===== config.mk =====
export PLATFORM = sky130hd
export DESIGN_NAME = dpb_queue
export DESIGN_NICKNAME = d
export VERILOG_FILES = /design/src/rtl/core/dpb_pkg.sv /design/src/rtl/core/dpb_queue.sv
export SDC_FILE = /design/constraint.sdc
export NUM_CORES = 1
export LEC_CHECK = 0
export BUFFER_PORTS_ARGS = -buffer_cell sky130_fd_sc_hd__buf_2
export CAP_MARGIN = 30
export CORE_ASPECT_RATIO = 1.1
export CORE_MARGIN = 4
export CORE_UTILIZATION = 52
export DETAILED_ROUTE_END_ITERATION = 10
export PLACE_DENSITY = 0.89
export SYNTH_ARGS = -nofsm -noshare
export SYNTH_HDL_FRONTEND = slang
export SYNTH_SLANG_ARGS = --single-unit
export TNS_END_PERCENT = 100

===== constraint.sdc =====
create_clock -name clk -period 4.2 [get_ports clk]
set_clock_uncertainty 0.1 [all_clocks]
set_input_delay 0.21 -clock clk [delete_from_list [all_inputs] [get_ports clk]]
set_output_delay 0.21 -clock clk [all_outputs]
set_load 0.005 [all_outputs]

===== src/rtl/core/dpb_pkg.sv =====
package dpb_pkg;

    // fixed field widths
    localparam int DEPTH_W    = 16;
    localparam int DIM_W      = 13;
    localparam int CENTER_W   = 16;
    localparam int RECIP_W    = 24;
    localparam int COORD_W    = 28;
    localparam int CFG_IDX_W  = 3;
    localparam int CFG_DATA_W = 24;

    // offset magnitude |pos*16 - center| over the whole dimension range
    localparam int MAG_W = 18;

    // configuration register indexes
    typedef enum logic [CFG_IDX_W-1:0] {
        CFG_IMAGE_WIDTH  = 3'd0,
        CFG_IMAGE_HEIGHT = 3'd1,
        CFG_CENTER_X     = 3'd2,
        CFG_CENTER_Y     = 3'd3,
        CFG_INV_FOCAL_X  = 3'd4,
        CFG_INV_FOCAL_Y  = 3'd5
    } cfg_index_t;

    // input word
    typedef struct packed {
        logic [DEPTH_W-1:0] depth;
        logic               depth_valid;
        logic               frame_start;
    } pixel_t;

    // result word
    typedef struct packed {
        logic signed [COORD_W-1:0] point_x;
        logic signed [COORD_W-1:0] point_y;
        logic [DEPTH_W-1:0]        point_z;
        logic                      point_valid;
        logic                      last_point;
    } point_t;

    // classified pixel handed from front to back
    typedef struct packed {
        logic [MAG_W-1:0]   mag_x;
        logic               neg_x;
        logic [MAG_W-1:0]   mag_y;
        logic               neg_y;
        logic [DEPTH_W-1:0] depth;
        logic               depth_valid;
        logic               last;
    } job_t;

endpackage


===== src/rtl/core/dpb_queue.sv =====
module dpb_queue (
    input  logic          clk,
    input  logic          rst_n,
    input  logic          push,
    input  dpb_pkg::job_t wr_job,
    output logic          full,
    input  logic          take,
    output logic          avail,
    output dpb_pkg::job_t rd_job
);

    localparam int ENTRIES = 2;
    localparam int PTR_W   = $clog2(ENTRIES);

    dpb_pkg::job_t    store_reg [ENTRIES];
    logic [PTR_W-1:0] wr_ptr_reg, rd_ptr_reg;
    logic [PTR_W:0]   count_reg;
    logic             do_push, do_take;

    assign full    = count_reg == (PTR_W+1)'(ENTRIES);
    assign avail   = count_reg != '0;
    assign do_push = push & ~full;
    assign do_take = take & avail;
    assign rd_job  = store_reg[rd_ptr_reg];

    // pointers and fill level
    always_ff @(posedge clk or negedge rst_n)
    begin
        if (!rst_n)
        begin
            wr_ptr_reg <= '0;
            rd_ptr_reg <= '0;
            count_reg  <= '0;
        end
        else
        begin
            if (do_push)
            begin
                wr_ptr_reg <= wr_ptr_reg + PTR_W'(1);
            end
            if (do_take)
            begin
                rd_ptr_reg <= rd_ptr_reg + PTR_W'(1);
            end
            if (do_push && !do_take)
            begin
                count_reg <= count_reg + (PTR_W+1)'(1);
            end
            else if (do_take && !do_push)
            begin
                count_reg <= count_reg - (PTR_W+1)'(1);
            end
        end
    end

    // entry storage
    always_ff @(posedge clk)
    begin
        if (do_push)
        begin
            store_reg[wr_ptr_reg] <= wr_job;
        end
    end

endmodule


Yosys cells after proc, flatten, opt, wreduce, memory -nomap -nowiden
Memory sizes are Yosys's and may differ from the RTL's.
Cells that the tools add are included.
Word-level totals
  bits in registers: 4
  bits in writable memories: 112
  input bits: 60
  output and inout port bits: 58
  word-level logic and storage cells: 22
  memories: 1
Operators by class
  add/subtract/negate cells: 4
  equal/unequal tests: 1
  multiplexer cells: 4
  bitwise gates (word level): 3
  reductions and logical operators: 6
Memory list
  store_reg: words 2, bits a word 56, rd ports 1, clocked after Yosys merged registers in 0, wr ports 1, line dpb_queue.sv:15  | dpb_pkg::job_t store_reg [ENTRIES];
Operator list (count)
  2-to-1 mux 2 bit: 2
  nonzero test 2 bit: 2
  adder 1 bit (second input constant): 2
  adder 2 x 1 -> 2 bit (second input constant): 1
  AND 1 bit: 2
  equality test 2 bit (second input constant): 1
  logical AND 1 bit: 2
  logical NOT 1 bit: 2
  2-to-1 mux 1 bit: 2
  subtractor 2 x 1 -> 2 bit (second input constant): 1
  NOT 1 bit: 1

Logic depth before layout (Yosys ltp)
Gate-level depths: netlist of run 1.
  depth after elaboration: 7
  gate-level depth with buffers: 7
  gate-level depth less buffers: 7

Worst setup path before layout of run 1
OpenSTA, ideal clock, no wires.
  path type: flip-flop to flip-flop
  start: register count_reg[0]
  end: memory store_reg[0][0] (netlist bit), enable pin
  library setup time: 0.470 ns
  arrival: 2.969 ns
  data required time: 3.630 ns
  slack: 0.661 ns
  stages on the path, launching flop included: 4
  buffers on the path: 0
  period minus slack after synthesis: 3.539 ns
  cell sequence: dfrtp_1 -> nand2b_1 -> nand2_1 -> nor2_1
On the way
  cells in the longest elaborated chain, start to end: 5
RTL lines
  start, declared: line dpb_queue.sv:17  | logic [PTR_W:0] count_reg;
  start signal, assigned: line dpb_queue.sv:47  | count_reg <= count_reg + (PTR_W+1)'(1);
  start signal, assigned: line dpb_queue.sv:51  | count_reg <= count_reg - (PTR_W+1)'(1);
  equality test 2 bit: line dpb_queue.sv:20  | assign full = count_reg == (PTR_W+1)'(ENTRIES);
  NOT 1 bit: line dpb_queue.sv:22  | assign do_push = push & ~full;
  AND 1 bit: line dpb_queue.sv:22
  2-to-1 mux 1 bit: line dpb_queue.sv:59  | if (do_push)
  2-to-1 mux 1 bit (not written as such): line dpb_queue.sv:61  | store_reg[wr_ptr_reg] <= wr_job;
  end, declared: line dpb_queue.sv:15
No other way between the ends.

==> results of run 1 <==
power breakdown:
part           internal, mW  switching [mW]  leakage (nW)
logic                 0.603           0.400          1.13
registers              1.59           0.203          1.09
clock network         0.953           0.459         0.286
total                  3.15            1.06          2.50
final cells by class:
| type | count | share of cell area, % |
|---|---|---|
| Sequential cell | 116 | 55.6 |
| Timing Repair Buffer | 179 | 19.3 |
| Multi-Input combinational cell | 69 | 13.5 |
| Clock buffer | 20 | 6.82 |
| Clock inverter | 11 | 2.57 |
| Tap cell | 108 | 2.17 |
| Inverter | 2 | 0.120 |
path summary, 6_finish.rpt:
check / depth (start not counted) / end / from / slack, ps
max in group asynchronous: 3 / rd_ptr_reg / rst_n / 3270
hold / removal: 2 / store_reg[1][28] / wr_job[28] / 340
hold reg to reg: 1 / count_reg[1] / count_reg[1] / 420
min in group asynchronous: 3 / wr_ptr_reg / rst_n / 530
setup / recovery: 2 / rd_job[39] / rd_ptr_reg / 1760
setup reg to reg: 4 / store_reg[0][14] / count_reg[0] / 1790
synth_stat cells:
| master | instances |
|---|---|
| or2_2 | 1 |
| xnor2_1 | 3 |
| nand2_1 | 2 |
| edfxtp_1 | 112 |
| dfrtp_1 | 4 |
| buf_6 | 4 |
| buf_2 | 2 |
| nor2_1 | 2 |
| xor2_1 | 2 |
| inv_1 | 2 |
| nand2b_1 | 1 |
| mux2_2 | 26 |
| mux2_4 | 30 |
| and3_1 | 1 |
| ha_1 | 1 |
logic make-up after synthesis:
logic type	after synthesis
AND/OR/NAND/NOR	7
XOR/XNOR	5
buffers and inverters	8
flip-flops	116
adder cells (fa/ha/maj)	1
multiplexers	56
per-layer routing:
layer / vias to the layer above / track usage (%) / routed length (um)
li1: 1148 / - / -
met1: 1179 / 18.6 / 3170
met2: 95 / 32.2 / 4580
met3: 19 / 6.73 / 528
met4: 0 / 6.91 / 163
met5: - / 0 / 0
per-stage QoR:
step / instance area (sq um) / utilization [%] / setup slack (ps) / hold WS (ps) / total power, mW
final: 6240 / 77.6 / 1760 / 343 / 4.21
after global routing: 6240 / 77.6 / 1610 / 319 / 4.40
after CTS: 6240 / 77.6 / 1740 / 316 / 4.24
after detailed placement: 5050 / 62.8 / 1800 / -72.6 / 2.78
after global placement: 5050 / 62.8 / 1920 / -82.5 / 2.74
after floorplan: 4360 / - / 661 / -186 / 2.40
==> summary.md, run 1 <==
| Metric | Value |
|---|---|
| Status | `completed` |
| Delay-heaviest family, CP | `flip-flops` |
| Largest family of logic cells by synthesized area | `multiplexers` |
| Fin crit period | `2440 ps` |
| CP arrival | `2130 ps` |
| DR DRC count | `0` |
| Port bufs | `117` |
| DR vias/cell | `4.83` |
| Synthesized area per cell | `22.6 sq um` |
| Max-slew headroom | `38.4%` |
| Max-cap viol count | `0` |
| Simple-gate share of the synthesized area | `0.775%` |
| Compound-cell area share of the yosys netlist | `0%` |
| GP Congestion | `0.722` |
| Layout cells sized above 1 | `51.9%` |
| Routed Antenna Nets | `0` |
| Hold Crit Class | `in -> reg` |
| Mapped Area | `0.00436 sq mm` |
| Distinct cells, synth | `15` |
| Post-synth top area share | `77.2%` |
| Critical Path Fanout Max | `57` |
| Crit path largest cell delay | `1020 ps` |
| Multi-input logic area | `842 sq um` |
| Initial antenna violation count | `0` |
| PwrDens | `674 mW/mm^2` |
| WL/cell | `16.7 um` |
| Later-pin clock latency in the skew report | `490 ps` |
| Buf/Inv on CP | `1` |
| Critical path class | `reg -> out` |
| CTS tree | `built` |
| I/O pin count | `118` |
| Syn_nets | `254` |
| Vias in the first global route | `2716` |
| Final period util | `58.2%` |
| FF+latch area | `0.00347 sq mm` |
| Mux share of post-synthesis cell area | `17.0%` |
| Final count of negative-setup-slack endpoints | `0` |
| Core area | `0.00804 sq mm` |
| Fillers | `435` |
| Layout area overhead | `43.1%` |
| Critical Path RT | `3890 ps` |
| RSZ-0062 raised after global routing | `false` |
| Xor and xnor area share after synthesis | `1.00%` |
| First drt pass iteration count | `4` |
| Worst IR Drop VDD | `0.000595 V` |
| Register area share after synthesis | `79.4%` |
| Detailed placement HPWL | `4820 um` |
| Post-CTS setup buffer count | `0` |
| Global-route wire length before repair | `13200 um` |
| Vias after detailed routing | `2441` |
| Leading area contributor after synthesis | `edfxtp_1` |
| CTS Sinks | `116` |
| Die ar. | `0.00991 sq mm` |
| Largest cells by area after synthesis | `edfxtp_1 (77%), mux2_4 (10%), mux2_2 (6.7%)` |
| Initial Util | `54.2%` |
| Number of nets in the layout | `446` |
| Synth warn | `0` |
| Fin cells | `505` |
| Hold buffers post-CTS | `60` |
| Htree depth | `4` |
| Final hold violations | `0` |
| Most frequent cells in the layout | `buf_2 (117), edfxtp_1 (112), dlygate4sd3_1 (60)` |
| Dpl cells | `414` |
| Global Route Usage Sum | `18.0%` |
| Final wirelength | `8440 um` |
| Final Slew Violations | `0` |
| Clock buffer depth | `2` |
| Clock transition at the registers of the reported paths | `60 ps` |
| Synth Instances | `193` |
| CP Capture Type | `output pin` |
| Leak | `2.50 nW` |
| Setup TNS Final | `0 ps` |
| FF+latch count, synth | `116` |
| Worst setup SP type | `flip-flop` |
| CTS buffer count | `17` |
| Most common cell after layout, fill and taps aside | `buf_2` |
| Iter 0 DRT Violations | `115` |
| CTS-repair resized insts | `0` |
| Ant. Diodes | `0` |
| CTS root buf | `clkbuf_8` |
| Vert. Die Dim | `104 um` |
| Max Clock Freq | `409 MHz` |
| Die width | `95.3 um` |
| Worst-Margin Slew | `924 ps` |
| Largest net degree at the start of global routing | `58` |
| CP Cell Sequence | `mux2_2 > buf_2` |
| Total gr overflow | `0` |
| Adder-Cell Fraction of Synth Area | `0.287%` |
| Max FFs per register | `112` |
| Slowest-stage cell, CP | `dfrtp_4` |
| Row Count | `34` |
(Power assumes the default switching activity.)
==> run 2: changes to the inputs <==
--- a/config.mk
+++ b/config.mk
@@ -9,9 +9,9 @@
 export CAP_MARGIN = 30
 export CORE_ASPECT_RATIO = 1.1
 export CORE_MARGIN = 4
-export CORE_UTILIZATION = 52
+export CORE_UTILIZATION = 47
 export DETAILED_ROUTE_END_ITERATION = 10
-export PLACE_DENSITY = 0.89
+export PLACE_DENSITY = 0.86
 export SYNTH_ARGS = -nofsm -noshare
 export SYNTH_HDL_FRONTEND = slang
 export SYNTH_SLANG_ARGS = --single-unit
==> constraint.sdc (replaced) <==
create_clock -name clk -period 2.2 [get_ports clk]
set_clock_uncertainty 0.1 [all_clocks]
set_input_delay 0.11 -clock clk [delete_from_list [all_inputs] [get_ports clk]]
set_output_delay 0.11 -clock clk [all_outputs]
set_load 0.005 [all_outputs]
==> summary.md, run 2 (synthesis gave the netlist of run 1 again) <==
| Metric | Value |
|---|---|
| CTS tree | `built` |
| FF+latch area | `0.00347 sq mm (unchanged)` |
| Ant. Diodes | `0 (unchanged)` |
| Worst IR Drop VDD | `0.000783 V (+32%)` |
| Final wirelength | `8200 um (-2.8%)` |
| Final hold violations | `0 (unchanged)` |
| Die ar. | `0.0109 sq mm (+9.8%)` |
| DR DRC count | `0 (unchanged)` |
| Die width | `99.8 um (+4.7%)` |
| Port bufs | `117 (unchanged)` |
| Hold Crit Start | `wr_job[27]` |
| CTS buffer count | `17 (unchanged)` |
| CP Cell Sequence | `buf_4 > mux2_2 > buf_2` |
| Vert. Die Dim | `109 um (+4.8%)` |
| Vias after detailed routing | `2413 (-1.1%)` |
| R2r endpoint | `store_reg[0][7]` |
| Setup TNS Final | `0 ps (unchanged)` |
| Routed Antenna Nets | `0 (unchanged)` |
| Htree depth | `4 (unchanged)` |
| Leak | `2.49 nW (-0.25%)` |
| CTS Sinks | `116 (unchanged)` |
| Hold Crit Class | `in -> reg` |
| Multi-input logic area | `842 sq um (unchanged)` |
| Vias in the first global route | `2673 (-1.6%)` |
| Most frequent cells in the layout | `buf_2 (117), edfxtp_1 (112), dlygate4sd3_1 (60)` |
| Clock transition at the registers of the reported paths | `50 ps (about the same)` |
| Iter 0 DRT Violations | `122 (+6.1%)` |
| Crit path largest cell delay | `440 ps (-580 ps)` |
| Layout cells sized above 1 | `51.7% (-0.15 points)` |
| Post-place instance area | `0.00510 sq mm (+0.99%)` |
| Clock buffer depth | `2 (unchanged)` |
| Critical Path Fanout Max | `23 (-60%)` |
| Max-slew headroom | `68.9% (+30 points)` |
| Total power | `7.83 mW (+86%)` |
| Worst setup SP type | `flip-flop` |
| Row Count | `36 (+5.9%)` |
| Core area | `0.00896 sq mm (+11%)` |
| CP Capture Type | `output pin` |
| Fillers | `568 (+31%)` |
| Slowest-stage cell, CP | `dfrtp_4` |
| Critical path class | `reg -> out` |
| Most common cell after layout, fill and taps aside | `buf_2` |
| Detailed placement HPWL | `4880 um (+1.3%)` |
| PwrDens | `1250 mW/mm^2 (+86%)` |
| Layout area overhead | `43.2% (about the same)` |
| Later-pin clock latency in the skew report | `480 ps (about the same)` |
| Initial Util | `48.6% (-5.6 points)` |
| Max-cap viol count | `0 (unchanged)` |
| Status | `completed` |
| CTS root buf | `clkbuf_8` |
| R2R setup slack | `480 ps (-1310 ps)` |
| Critical Path RT | `1990 ps (-1900 ps)` |
| Final period util | `91.3%` |
| DR vias/cell | `4.68 (-3.3%)` |
| Global Route Usage Sum | `15.8% (-2.2 points)` |
| Max FFs per register | `112 (unchanged)` |
| First drt pass iteration count | `5 (+1)` |
| Largest net degree at the start of global routing | `36 (-38%)` |
| Final Slew Violations | `0 (unchanged)` |
| R2R Path Start | `count_reg[0]` |
| Pre-CTS setup slack | `478 ps (-1330 ps)` |
| CTS-repair resized insts | `0 (unchanged)` |
| WL/cell | `15.9 um (-4.9%)` |
| Worst reg2reg path depth | `4 (unchanged)` |
| Global-route wire length before repair | `12800 um (-3.0%)` |
| GP Congestion | `0.689 (-4.5%)` |
| Final worst setup slack | `191 ps (-1570 ps)` |
| Worst Hold Endpoint | `store_reg[0][27]` |
| Initial antenna violation count | `0 (unchanged)` |
| Fin crit period | `2010 ps` |
| Worst-Margin Slew | `466 ps (-457 ps)` |
| Delay-heaviest family, CP | `buffers and inverters` |
| Final count of negative-setup-slack endpoints | `0 (unchanged)` |
| I/O pin count | `118 (unchanged)` |
| Number of nets in the layout | `450 (+0.90%)` |
| CP arrival | `1800 ps (-330 ps)` |
| Final instance area | `0.00624 sq mm (about the same)` |
| Max Clock Freq | `498 MHz` |
| RSZ-0062 raised after global routing | `false` |
| Buf/Inv on CP | `2 (+1)` |
| Hold Slack | `242 ps (-101 ps)` |
| Total gr overflow | `0 (unchanged)` |
| Hold depth | `2 (unchanged)` |
[run 2: cell types whose count changed in the layout (fill, tap and decap cells not counted), sizes merged]
cell,before,now
buf,119,123
bufinv,4,2
clkinv,6,8
clkinvlp,1,3
clkbuf,20,19
[run 2: cell type report]
cell class | count | share of cell area [%]
inverter | 2 | 0.120
timing repair buffer | 183 | 19.9
clock inverter | 13 | 1.86
tap | 114 | 2.29
multi-input combinational | 69 | 13.5
sequential | 116 | 55.6
clock buffer | 19 | 6.76
[run 2: worst register-to-register path, stage by stage, from the launching register on]
cell and delay (ps):
dfrtp_1 400, nand2b_1 180, nand2_1 150, nor2_4 120, buf_4 410
[run 2: per-layer routing]
layer / part of all wire [%] / routed length [um] / vias up / track usage (%)
met5: 0 / 0 / - / 0
met4: 0.71 / 58 / 0 / 6.05
met3: 6.7 / 551 / 7 / 6.27
met2: 56 / 4560 / 77 / 28.9
met1: 37 / 3030 / 1178 / 16.1
li1: - / - / 1151 / -
[run 2: what timing repair did]
item                      in CTS  in global routing
buffers inserted               0                  0
hold buffers                  60                  0
hold endpoints to repair     119                  0
[run 2: report_power, final]
part	total [mW]	leakage [nW]	switching, mW	internal, mW
Sequential	3.18	1.09	0.144	3.03
Combinational	2.20	1.15	1.01	1.20
Clock	2.45	0.255	0.869	1.58
[run 2: per-stage QoR]
step	util, %	instances
floorplan	-	193
global placement	56.9	424
detailed placement	56.9	424
CTS	69.6	516
global route	69.6	516
finish	69.6	516
[run 2: worst max-delay path by stage]
stage	endpoint	cells past startpoint	from
5_1_grt	rd_job[42]	3	rd_ptr_reg
4_1_cts	rd_job[27]	3	rd_ptr_reg
3_3_place_gp	store_reg[0][20]	4	count_reg[0]
2_1_floorplan	store_reg[0][0]	3	count_reg[0]
6_report	rd_job[27]	3	rd_ptr_reg
3_5_place_dp	store_reg[0][24]	4	count_reg[0]
