==> src/rtl/core/dpb_pkg.sv <==
package dpb_pkg;

    // fixed field widths
    localparam int DEPTH_W    = 16;
    localparam int DIM_W      = 13;
    localparam int CENTER_W   = 16;
    localparam int RECIP_W    = 24;
    localparam int COORD_W    = 28;
    localparam int CFG_IDX_W  = 3;
    localparam int CFG_DATA_W = 24;

    // offset magnitude |pos*16 - center| over the whole dimension range
    localparam int MAG_W = 18;

    // configuration register indexes
    typedef enum logic [CFG_IDX_W-1:0] {
        CFG_IMAGE_WIDTH  = 3'd0,
        CFG_IMAGE_HEIGHT = 3'd1,
        CFG_CENTER_X     = 3'd2,
        CFG_CENTER_Y     = 3'd3,
        CFG_INV_FOCAL_X  = 3'd4,
        CFG_INV_FOCAL_Y  = 3'd5
    } cfg_index_t;

    // input word
    typedef struct packed {
        logic [DEPTH_W-1:0] depth;
        logic               depth_valid;
        logic               frame_start;
    } pixel_t;

    // result word
    typedef struct packed {
        logic signed [COORD_W-1:0] point_x;
        logic signed [COORD_W-1:0] point_y;
        logic [DEPTH_W-1:0]        point_z;
        logic                      point_valid;
        logic                      last_point;
    } point_t;

    // classified pixel handed from front to back
    typedef struct packed {
        logic [MAG_W-1:0]   mag_x;
        logic               neg_x;
        logic [MAG_W-1:0]   mag_y;
        logic               neg_y;
        logic [DEPTH_W-1:0] depth;
        logic               depth_valid;
        logic               last;
    } job_t;

endpackage

==> src/rtl/core/dpb_front.sv <==
module dpb_front #(
    parameter int MAX_DIM    = 4096,
    parameter int DEPTH_BITS = 16
) (
    input  logic                         clk,
    input  logic                         rst_n,
    input  logic                         take,
    input  dpb_pkg::pixel_t              pixel,
    input  logic [dpb_pkg::DIM_W-1:0]    image_width,
    input  logic [dpb_pkg::DIM_W-1:0]    image_height,
    input  logic [dpb_pkg::CENTER_W-1:0] center_x,
    input  logic [dpb_pkg::CENTER_W-1:0] center_y,
    output dpb_pkg::job_t                job,
    output logic                         job_push
);

    localparam int CNT_W = $clog2(MAX_DIM);
    localparam int DC_W  = (CNT_W + 1 > dpb_pkg::DIM_W) ? CNT_W + 1 : dpb_pkg::DIM_W;
    localparam int ZW    = (DEPTH_BITS < dpb_pkg::DEPTH_W) ? DEPTH_BITS : dpb_pkg::DEPTH_W;
    localparam int DL_W  = dpb_pkg::MAG_W + 1;
    localparam logic [DC_W-1:0] MAX_DIM_C = DC_W'(MAX_DIM);

    logic [CNT_W-1:0] col_reg, col_next, row_reg, row_next;
    logic [CNT_W-1:0] col_cur, row_cur;
    logic [DC_W-1:0]  w_eff, h_eff;
    logic             active, col_end, row_end;
    logic signed [DL_W-1:0] delta_x, delta_y;
    logic [dpb_pkg::MAG_W-1:0] mag_x, mag_y;

    // effective frame size, oversized values act as the maximum
    always_comb
    begin
        w_eff = (DC_W'(image_width) > MAX_DIM_C) ? MAX_DIM_C : DC_W'(image_width);
        h_eff = (DC_W'(image_height) > MAX_DIM_C) ? MAX_DIM_C : DC_W'(image_height);
        active = (w_eff != '0) && (h_eff != '0);
    end

    // position of this pixel, frame start restarts at the origin
    assign col_cur = pixel.frame_start ? '0 : col_reg;
    assign row_cur = pixel.frame_start ? '0 : row_reg;
    assign col_end = DC_W'(col_cur) >= (w_eff - DC_W'(1));
    assign row_end = DC_W'(row_cur) >= (h_eff - DC_W'(1));

    // signed offset from the principal point in q.4, split into sign and magnitude
    always_comb
    begin
        delta_x = DL_W'({col_cur, 4'b0000}) - DL_W'(center_x);
        delta_y = DL_W'({row_cur, 4'b0000}) - DL_W'(center_y);
        mag_x   = delta_x[DL_W-1] ? dpb_pkg::MAG_W'(-delta_x) : dpb_pkg::MAG_W'(delta_x);
        mag_y   = delta_y[DL_W-1] ? dpb_pkg::MAG_W'(-delta_y) : dpb_pkg::MAG_W'(delta_y);
    end

    // job word, an invalid sample carries zero magnitudes and depth
    always_comb
    begin
        job.mag_x       = pixel.depth_valid ? mag_x : '0;
        job.neg_x       = pixel.depth_valid & delta_x[DL_W-1];
        job.mag_y       = pixel.depth_valid ? mag_y : '0;
        job.neg_y       = pixel.depth_valid & delta_y[DL_W-1];
        job.depth       = pixel.depth_valid ?
                          dpb_pkg::DEPTH_W'(pixel.depth[ZW-1:0]) : '0;
        job.depth_valid = pixel.depth_valid;
        job.last        = col_end & row_end;
        job_push        = take & active;
    end

    // raster counters
    always_comb
    begin
        col_next = col_reg;
        row_next = row_reg;
        if (take)
        begin
            col_next = col_cur;
            row_next = row_cur;
            if (active)
            begin
                if (col_end)
                begin
                    col_next = '0;
                    row_next = row_end ? '0 : row_cur + CNT_W'(1);
                end
                else
                begin
                    col_next = col_cur + CNT_W'(1);
                end
            end
        end
    end

    always_ff @(posedge clk or negedge rst_n)
    begin
        if (!rst_n)
        begin
            col_reg <= '0;
            row_reg <= '0;
        end
        else
        begin
            col_reg <= col_next;
            row_reg <= row_next;
        end
    end

endmodule

==> config.mk <==
export PLATFORM = sky130hd
export DESIGN_NAME = dpb_front
export DESIGN_NICKNAME = d
export VERILOG_FILES = /design/src/rtl/core/dpb_pkg.sv /design/src/rtl/core/dpb_front.sv
export SDC_FILE = /design/constraint.sdc
export NUM_CORES = 1
export LEC_CHECK = 0
export BUFFER_PORTS_ARGS = -buffer_cell sky130_fd_sc_hd__buf_2
export CAP_MARGIN = 10
export CORE_UTILIZATION = 30
export DETAILED_ROUTE_END_ITERATION = 12
export PLACE_DENSITY_LB_ADDON = 0.08
export SLEW_MARGIN = 20
export SYNTH_ARGS = -nofsm -noshare
export SYNTH_HDL_FRONTEND = slang
export SYNTH_SLANG_ARGS = --single-unit
==> constraint.sdc <==
create_clock -name clk -period 4.1 [get_ports clk]
set_input_delay 0.205 -clock clk [delete_from_list [all_inputs] [get_ports clk]]
set_output_delay 0.205 -clock clk [all_outputs]
set_load 0.03 [all_outputs]
* Word-level counts from Yosys, hierarchy flattened *
Index checks and enable logic that the tools add are counted.

word-level totals
  input port bits = 79
  output and inout port bits = 57
  logic and storage cells = 35
  flip-flop bits (word level) = 24

operators by class
  multiplexer cells = 14
  bitwise operators = 4
  reductions and logical operators = 3
  order comparisons = 4
  $add $sub $neg = 8

operators by type and width
  operator               number
  $mux 12                7
  $mux 18                4
  $neg 17->18            2
  $sub 16x16->17         2
  $ge 12x13->1           2
  $gt 13x13->1 const B   2
  $mux 13                2
  $reduce_bool 13->1     2
  $sub 13x1->13 const B  2
  $add 12x1->12 const B  2
  $mux 16                1
  $and 1x1->1            4
  $logic_and 1x1->1      1

* Logic depth before layout (Yosys ltp) *
Gate-level depths: netlist of the first run.

  depth in word-level cells = 7
  gate-level depth with buffers = 18
  gate-level depth less buffers = 16

* Worst setup path before layout of the first run *
OpenSTA, ideal clock, no wires.

  path type = input port to output port
  start = input pixel[0] (netlist name)
  end = output job[54] (netlist name)
  stages = 12
  required time = 3.895 ns
  path slack = 0.045 ns
  path buffers = 2
  data arrival time = 3.850 ns
  cells stage by stage = clkbuf_1 -> clkbuf_1 -> nor2b_1 -> ha_1 -> a21o_1 -> a21oi_1 -> nand2_2 -> a2111oi_1 -> a31oi_4 -> nor4b_4 -> nand3_1 -> nor4bb_1

RTL lines
  what         RTL line         source
  from (decl)  dpb_front.sv:8   input dpb_pkg::pixel_t pixel,
  to (decl)    dpb_front.sv:13  output dpb_pkg::job_t job,

==> reports/qor.csv, run 1 <==
stage,metric,value,unit
sta,fin_skew,5.70,ps
clock_network,clockBufferDepth,2,
clock_network,cts_buffers,3,
critical_path,path_class,flip-flop to primary output,
clock_network,cts_tree,built,
sta,max_freq,0.266,GHz
finish,num-fill-cells,1815,
finish,fin_util,0.370,
placement,dp_cells,1061,
placement,io_buffers,133,
synth,syn_avg_cell_area,7.07,µm²
drt,vias_per_cell,5.22,
floorplanning,placementRows,47,
synth,synth_flop_cell,dfrtp_1,
synth,ys_types,76,
synth,netlist_area,5160,µm²
floorplanning,start_util,0.309,
power_and_ir_drop,combPwrFrac,0.479,
floorplanning,die_h,133,µm
floorplanning,dieWidth,133,µm
power_and_ir_drop,p_int,0.624,mW
synth,ys_ff_latch,24,
clock_network,clk_pin_slew,70,ps
synth,synth_top_area_frac,0.133,
power_and_ir_drop,swShare,0.390,
sta,finalCritPeriodShare,0.916,
synth,yosys_warnings,0,
critical_path,cp_data_arrival_time,3550,ps
synth,yosysSeqAreaShare,0.116,
drt,drt-pass1-iter-count,5,
clock_network,cts_root_buf,clkbuf_16,
finish,nNetsFinal,981,
global_route,grt_overflow,0,
finish,final_cell_mix,"133 x buf_2, 79 x nor2_1, 58 x nand2_1",
flow_run,cap_violations,0,
critical_path,crit_chain,nor2b_1 > buf_4 > ha_1 > a21o_1 > a21oi_1 > nand4bb_2 > a2111oi_1 > a21oi_2 > xnor2_1 > nand3_1 > nor4bb_1 > buf_2,
critical_path,path_buf_inv,2,
clock_network,clock_latency,260,ps
finish,drive_gt1_frac,0.200,
finish,syn_to_final_growth,19.6,%
outcome,status,"finished, final reports clean",
power_and_ir_drop,pwr-share-seq,0.243,
critical_path,crit_fanout,7,
critical_path,cp_top_family,compound AO/OA/AOI/OAI gates,
sta,worst_pin_slew,775,ps
drt,drtAntennaViolNets,0,
global_route,antenna_found_initial,1,
sta,setup_viol_count_final,0,
synth,synth_edf_count,0,
power_and_ir_drop,p_per_area,166,nW/µm²
finish,final_common_cell,buf_2,
finish,instances_no_fill,1067,
global_route,grt_max_degree,32,
hold_path,min_path_type,input pin to flip-flop,
floorplanning,die_area,17700,µm²
critical_path,cpMaxStageDelayCell,a2111oi_1,
drt,drc_errors,0,
placement,gp_congestion,0.819,
synth,synth_top_area_cell,ha_1,
floorplanning,ios,136,
global_route,grt_pass1_vias,5158,
sta,period_minus_slack,3750,ps
global_route,grt_usage,0.167,
drt,wl,15400,µm
placement,post-dp-hpwl,12700,µm
drt,drt_iter0_markers,270,
drt,wl_per_cell,14.4,µm
sta,tns,0,ps
global_route,grt_pass1_wl,24700,µm
power_and_ir_drop,power_leakage,3.17,nW
power_and_ir_drop,power_switching,0.399,mW
power_and_ir_drop,peakVddDrop,184,µV
sta,drv_slew,0,
drt,vias,5570,
sta,rsz0062_at_grt,false,
sta,hold_slack,431,ps
clock_network,h-tree-depth,1,
critical_path,startpoint_type,flip-flop,
floorplanning,core,16700,µm²
synth,synth.top_cells.by_area,"ha_1 13%, dfrtp_1 12%, nor2_1 5.7%, xor2_1 5.4%, xnor2_1 5.1%",
synth,synthArstFlopShare,1.00,
critical_path,cp-end-kind,primary output,
sta,slew_headroom,0.483,
sta,hold_viol,0,
critical_path,slowest_delay,480,ps
clock_network,cts.sinks,24,
critical_path,cp_data_required_time,3890,ps
synth,synthCells,730,
power_and_ir_drop,pwr-share-clk,0.278,
## power by group through the flow
| stage | clock network [mW] | logic, mW | registers (mW) |
|---|---|---|---|
| floorplan | 0 | 0.342 | 0.252 |
| global placement | 0 | 0.484 | 0.253 |
| detailed placement | 0 | 0.490 | 0.254 |
| CTS | 0.290 | 0.493 | 0.249 |
| global route | 0.300 | 0.543 | 0.250 |
| finish | 0.285 | 0.490 | 0.249 |
## cell type report
| cell class | count | area (µm²) | share of cell area |
|---|---|---|---|
| multi-input combinational | 628 | 4250 | 0.688 |
| timing repair buffer | 145 | 771 | 0.125 |
| sequential | 24 | 601 | 0.0973 |
| tap | 220 | 275 | 0.0446 |
| inverter | 45 | 169 | 0.0274 |
| clock buffer | 3 | 75.1 | 0.0122 |
| clock inverter | 1 | 30.0 | 0.00486 |
| antenna | 1 | 2.50 | 0.000405 |
## tightest hold or removal path, cell delays in order
cell     delay [ps]
buf_2           190
mux2i_1         160
o21ai_0          90
## final timing paths
path | from | cells past startpoint | slack (ps) | to
worst max register to register | row_reg[5]$_DFFE_PN0P_ | 9 | 1250 | row_reg[11]$_DFFE_PN0P_
min in group asynchronous | rst_n | 2 | 480 | row_reg[6]$_DFFE_PN0P_
max in group asynchronous | rst_n | 2 | 3230 | row_reg[8]$_DFFE_PN0P_
worst max-delay path | col_reg[1]$_DFFE_PN0P_ | 12 | 350 | job[54]
worst min register to register | row_reg[4]$_DFFE_PN0P_ | 1 | 490 | row_reg[4]$_DFFE_PN0P_
worst min-delay path | pixel[0] | 3 | 430 | col_reg[0]$_DFFE_PN0P_
## logic make-up (layout without fill, tap and decap cells)
kind of cell / after synthesis / count (layout) / share of synthesized area
and+or+nand+nor: 316 / 316 / 0.319
AOI/OAI and AO/OA: 184 / 184 / 0.244
buffers and inverters: 79 / 194 / 0.0616
xor gates and xnor gates: 63 / 63 / 0.108
adders and majority gates: 55 / 55 / 0.133
DFF: 24 / 24 / 0.116
muxes: 8 / 8 / 0.0158
other: 1 / 3 / 0.000727
## through the flow
step                      setup WS (ps)  instance area (µm²)  power, mW
after global placement              411                 6050      0.737
after floorplan                    45.3                 5160      0.594
final                               346                 6170       1.02
after global routing               31.5                 6170       1.09
after detailed placement            321                 6050      0.744
after CTS                           211                 6170       1.03
## cells in the mapped netlist (3+ instances only)
library cell	number
nand2b_1	17
buf_4	3
or2_2	5
dfrtp_1	24
ha_1	55
a31oi_1	16
o21a_1	11
nor3b_1	4
o21ai_0	39
o2111ai_1	7
o31a_1	3
xor2_1	32
nand3b_1	3
mux2i_1	7
or4_1	3
nand2_1	58
nor2b_1	28
a21oi_1	38
o31ai_1	13
clkbuf_1	28
and3_1	11
nor4_1	7
inv_1	43
nand3_1	32
or3_1	8
a21o_1	17
xnor2_1	30
nor2_1	79
and2_1	22
nor3_1	20
nand4_1	6
## layer usage
metal,up-vias,GRT usage,part of all wire
met5,-,0,0
met4,0,0.0234,0.0061
met2,161,0.286,0.46
met3,8,0.0179,0.053
met1,2559,0.229,0.48
li1,2842,-,-
## timing repair
| item | 4_1_cts | 5_1_grt |
|---|---|---|
| buffers inserted | 0 | 0 |
| resized for setup | 0 | 1 |
| endpoints found under the hold margin | 24 | 0 |
| setup endpoints to repair | 0 | 4 |
| hold buffers | 1 | 0 |
Power figures use the tool's default switching activity.
==> run 2, diff against run 1 <==
--- a/config.mk
+++ b/config.mk
@@ -10,6 +10,7 @@
 export CORE_UTILIZATION = 30
 export DETAILED_ROUTE_END_ITERATION = 12
 export PLACE_DENSITY_LB_ADDON = 0.08
+export RECOVER_POWER = 25
 export SLEW_MARGIN = 20
 export SYNTH_ARGS = -nofsm -noshare
 export SYNTH_HDL_FRONTEND = slang
==> run 2 against run 1 <==
Compared with the run above:
- register-to-register slack is essentially flat
- highest routed layer unchanged
- non-clock buffer count is the same
- die area is the same
- first-iteration DRC count is the same
- routed wire length is essentially flat
- setup slack is the same
- global-route usage is the same
- flip-flop and latch count is the same
- sequential power is essentially flat
- hold slack is the same
- critical path type unchanged
- utilization is essentially flat
- final cell count is the same
==> reports/qor.csv, run 2 (same netlist as run 1, synthesis figures left out) <==
stage,metric,value,unit,change
finish,drive_gt1_frac,0.197,,was 0.200
global_route,grt_usage,0.167,,unchanged
critical_path,crit_fanout,7,,unchanged
critical_path,startpoint_type,flip-flop,,unchanged
floorplanning,die_area,17700,µm²,unchanged
clock_network,h-tree-depth,1,,unchanged
sta,hold_slack,431,ps,unchanged
clock_network,cts.sinks,24,,unchanged
floorplanning,die_h,133,µm,unchanged
sta,fin_skew,5.70,ps,unchanged
sta,drv_slew,0,,unchanged
power_and_ir_drop,p_per_area,166,nW/µm²,about the same
power_and_ir_drop,peakVddDrop,184,µV,about the same
power_and_ir_drop,power_leakage,3.16,nW,was 3.17 nW
critical_path,cp_data_required_time,3890,ps,about the same
clock_network,cts_root_buf,clkbuf_16,,unchanged
critical_path,cpMaxStageDelayCell,a2111oi_1,,unchanged
critical_path,path_class,flip-flop to primary output,,unchanged
sta,period_minus_slack,3750,ps,unchanged
finish,fin_util,0.369,,was 0.370
drt,vias,5570,,unchanged
outcome,status,"finished, final reports clean",,unchanged
placement,dp_cells,1061,,unchanged
finish,syn_to_final_growth,19.6,%,about the same
global_route,grt_pass1_wl,24700,µm,unchanged
finish,final_cell_mix,"131 x buf_2, 79 x nor2_1, 58 x nand2_1",,"was 133 x buf_2, 79 x nor2_1, 58 x nand2_1"
floorplanning,placementRows,47,,unchanged
finish,final_common_cell,buf_2,,unchanged
global_route,antenna_found_initial,1,,unchanged
sta,tns,0,ps,unchanged
clock_network,cts_tree,built,,unchanged
finish,instances_no_fill,1067,,unchanged
finish,nNetsFinal,981,,unchanged
drt,wl_per_cell,14.4,µm,about the same
sta,worst_slack,346,ps,unchanged
drt,drt_iter0_markers,270,,unchanged
sta,finalCritPeriodShare,0.916,,unchanged
clock_network,clock_latency,260,ps,about the same
critical_path,cp_data_arrival_time,3550,ps,about the same
clock_network,clk_pin_slew,70,ps,about the same
sta,max_freq,0.266,GHz,unchanged
sta,worst_pin_slew,1420,ps,was 775 ps
placement,post-dp-hpwl,12700,µm,unchanged
floorplanning,dieWidth,133,µm,unchanged
sta,rsz0062_at_grt,false,,unchanged
critical_path,slowest_delay,480,ps,about the same
critical_path,cp-end-kind,primary output,,unchanged
flow_run,cap_violations,0,,unchanged
hold_path,min_path_type,input pin to flip-flop,,unchanged
clock_network,cts_buffers,3,,unchanged
drt,drt-pass1-iter-count,5,,unchanged
sta,hold_viol,0,,unchanged
global_route,grt_overflow,0,,unchanged
drt,drc_errors,0,,unchanged
placement,gp_congestion,0.819,,unchanged
global_route,grt_max_degree,32,,unchanged
sta,setup_viol_count_final,0,,unchanged
drt,wl,15400,µm,about the same
floorplanning,start_util,0.309,,unchanged
sta,slew_headroom,0.0505,,was 0.483
placement,post-place-ws,321,ps,unchanged
clock_network,postCtsSetupBuffers,0,,unchanged
critical_path,crit_chain,nor2b_1 > buf_4 > ha_1 > a21o_1 > a21oi_1 > nand4bb_2 > a2111oi_1 > a21oi_2 > xnor2_1 > nand3_1 > nor4bb_1 > buf_2,,unchanged
drt,drtAntennaViolNets,0,,unchanged
placement,io_buffers,133,,unchanged
global_route,grt_pass1_vias,5158,,unchanged
drt,vias_per_cell,5.22,,unchanged
floorplanning,core,16700,µm²,unchanged
floorplanning,ios,136,,unchanged
clock_network,clockBufferDepth,2,,unchanged
run 2: metal layers:
| metal | vias to the layer above | wire (µm) | global-route usage | share of wire |
|---|---|---|---|---|
| met4 | 0 | 93 | 0.0234 | 0.0061 |
| li1 | 2842 | - | - | - |
| met2 | 161 | 7120 | 0.286 | 0.46 |
| met5 | - | 0 | 0 | 0 |
| met1 | 2559 | 7340 | 0.229 | 0.48 |
| met3 | 8 | 815 | 0.0179 | 0.053 |
run 2: critical path, delay by kind of cell, from the launching register on:
family                   cells  cell delay, ps
adder cells (fa/ha/maj)      1             360
buffers and inverters        2             420
flip-flops                   1             390
AO/OA/AOI/OAI                4             990
XOR/XNOR                     1             400
AND/OR/NAND/NOR              4             720
run 2: where the power goes:
part | switching [mW] | internal, mW
clock | 0.0903 | 0.194
combinational | 0.303 | 0.187
sequential | 0.00564 | 0.243
total | 0.399 | 0.624
run 2: stage by stage:
stage                     instance area (µm²)  power [mW]
after floorplan                          5160       0.594
after global placement                   6050       0.737
after detailed placement                 6050       0.744
after CTS                                6170        1.03
after global routing                     6170        1.09
final                                    6170        1.02
run 2: worst paths after layout:
kind	startpoint	endpoint	slack, ps	cells after the start
setup reg to reg	row_reg[5]$_DFFE_PN0P_	row_reg[5]$_DFFE_PN0P_	1240	9
hold reg to reg	row_reg[4]$_DFFE_PN0P_	row_reg[4]$_DFFE_PN0P_	490	1
min in group asynchronous	rst_n	row_reg[6]$_DFFE_PN0P_	810	2
setup / recovery	col_reg[1]$_DFFE_PN0P_	job[54]	350	12
hold / removal	pixel[0]	col_reg[0]$_DFFE_PN0P_	430	3
max in group asynchronous	rst_n	row_reg[8]$_DFFE_PN0P_	2450	2
run 2: repair_timing:
action                                  4_1_cts  5_1_grt
hold buffers                                  1        0
resized for setup                             0        1
endpoints found under the hold margin        24        0
endpoints found under the setup margin        0        4
run 2: layout make-up:
cell class              instances  area [µm²]
clock buffers                   3        75.1
flip-flops and latches         24         601
multi-input cells             628        4250
fillers                      1817       10500
clock inverters                 1        30.0
inverters                      45         169
repair buffers                145         768
well taps                     220         275
diodes                          1        2.50
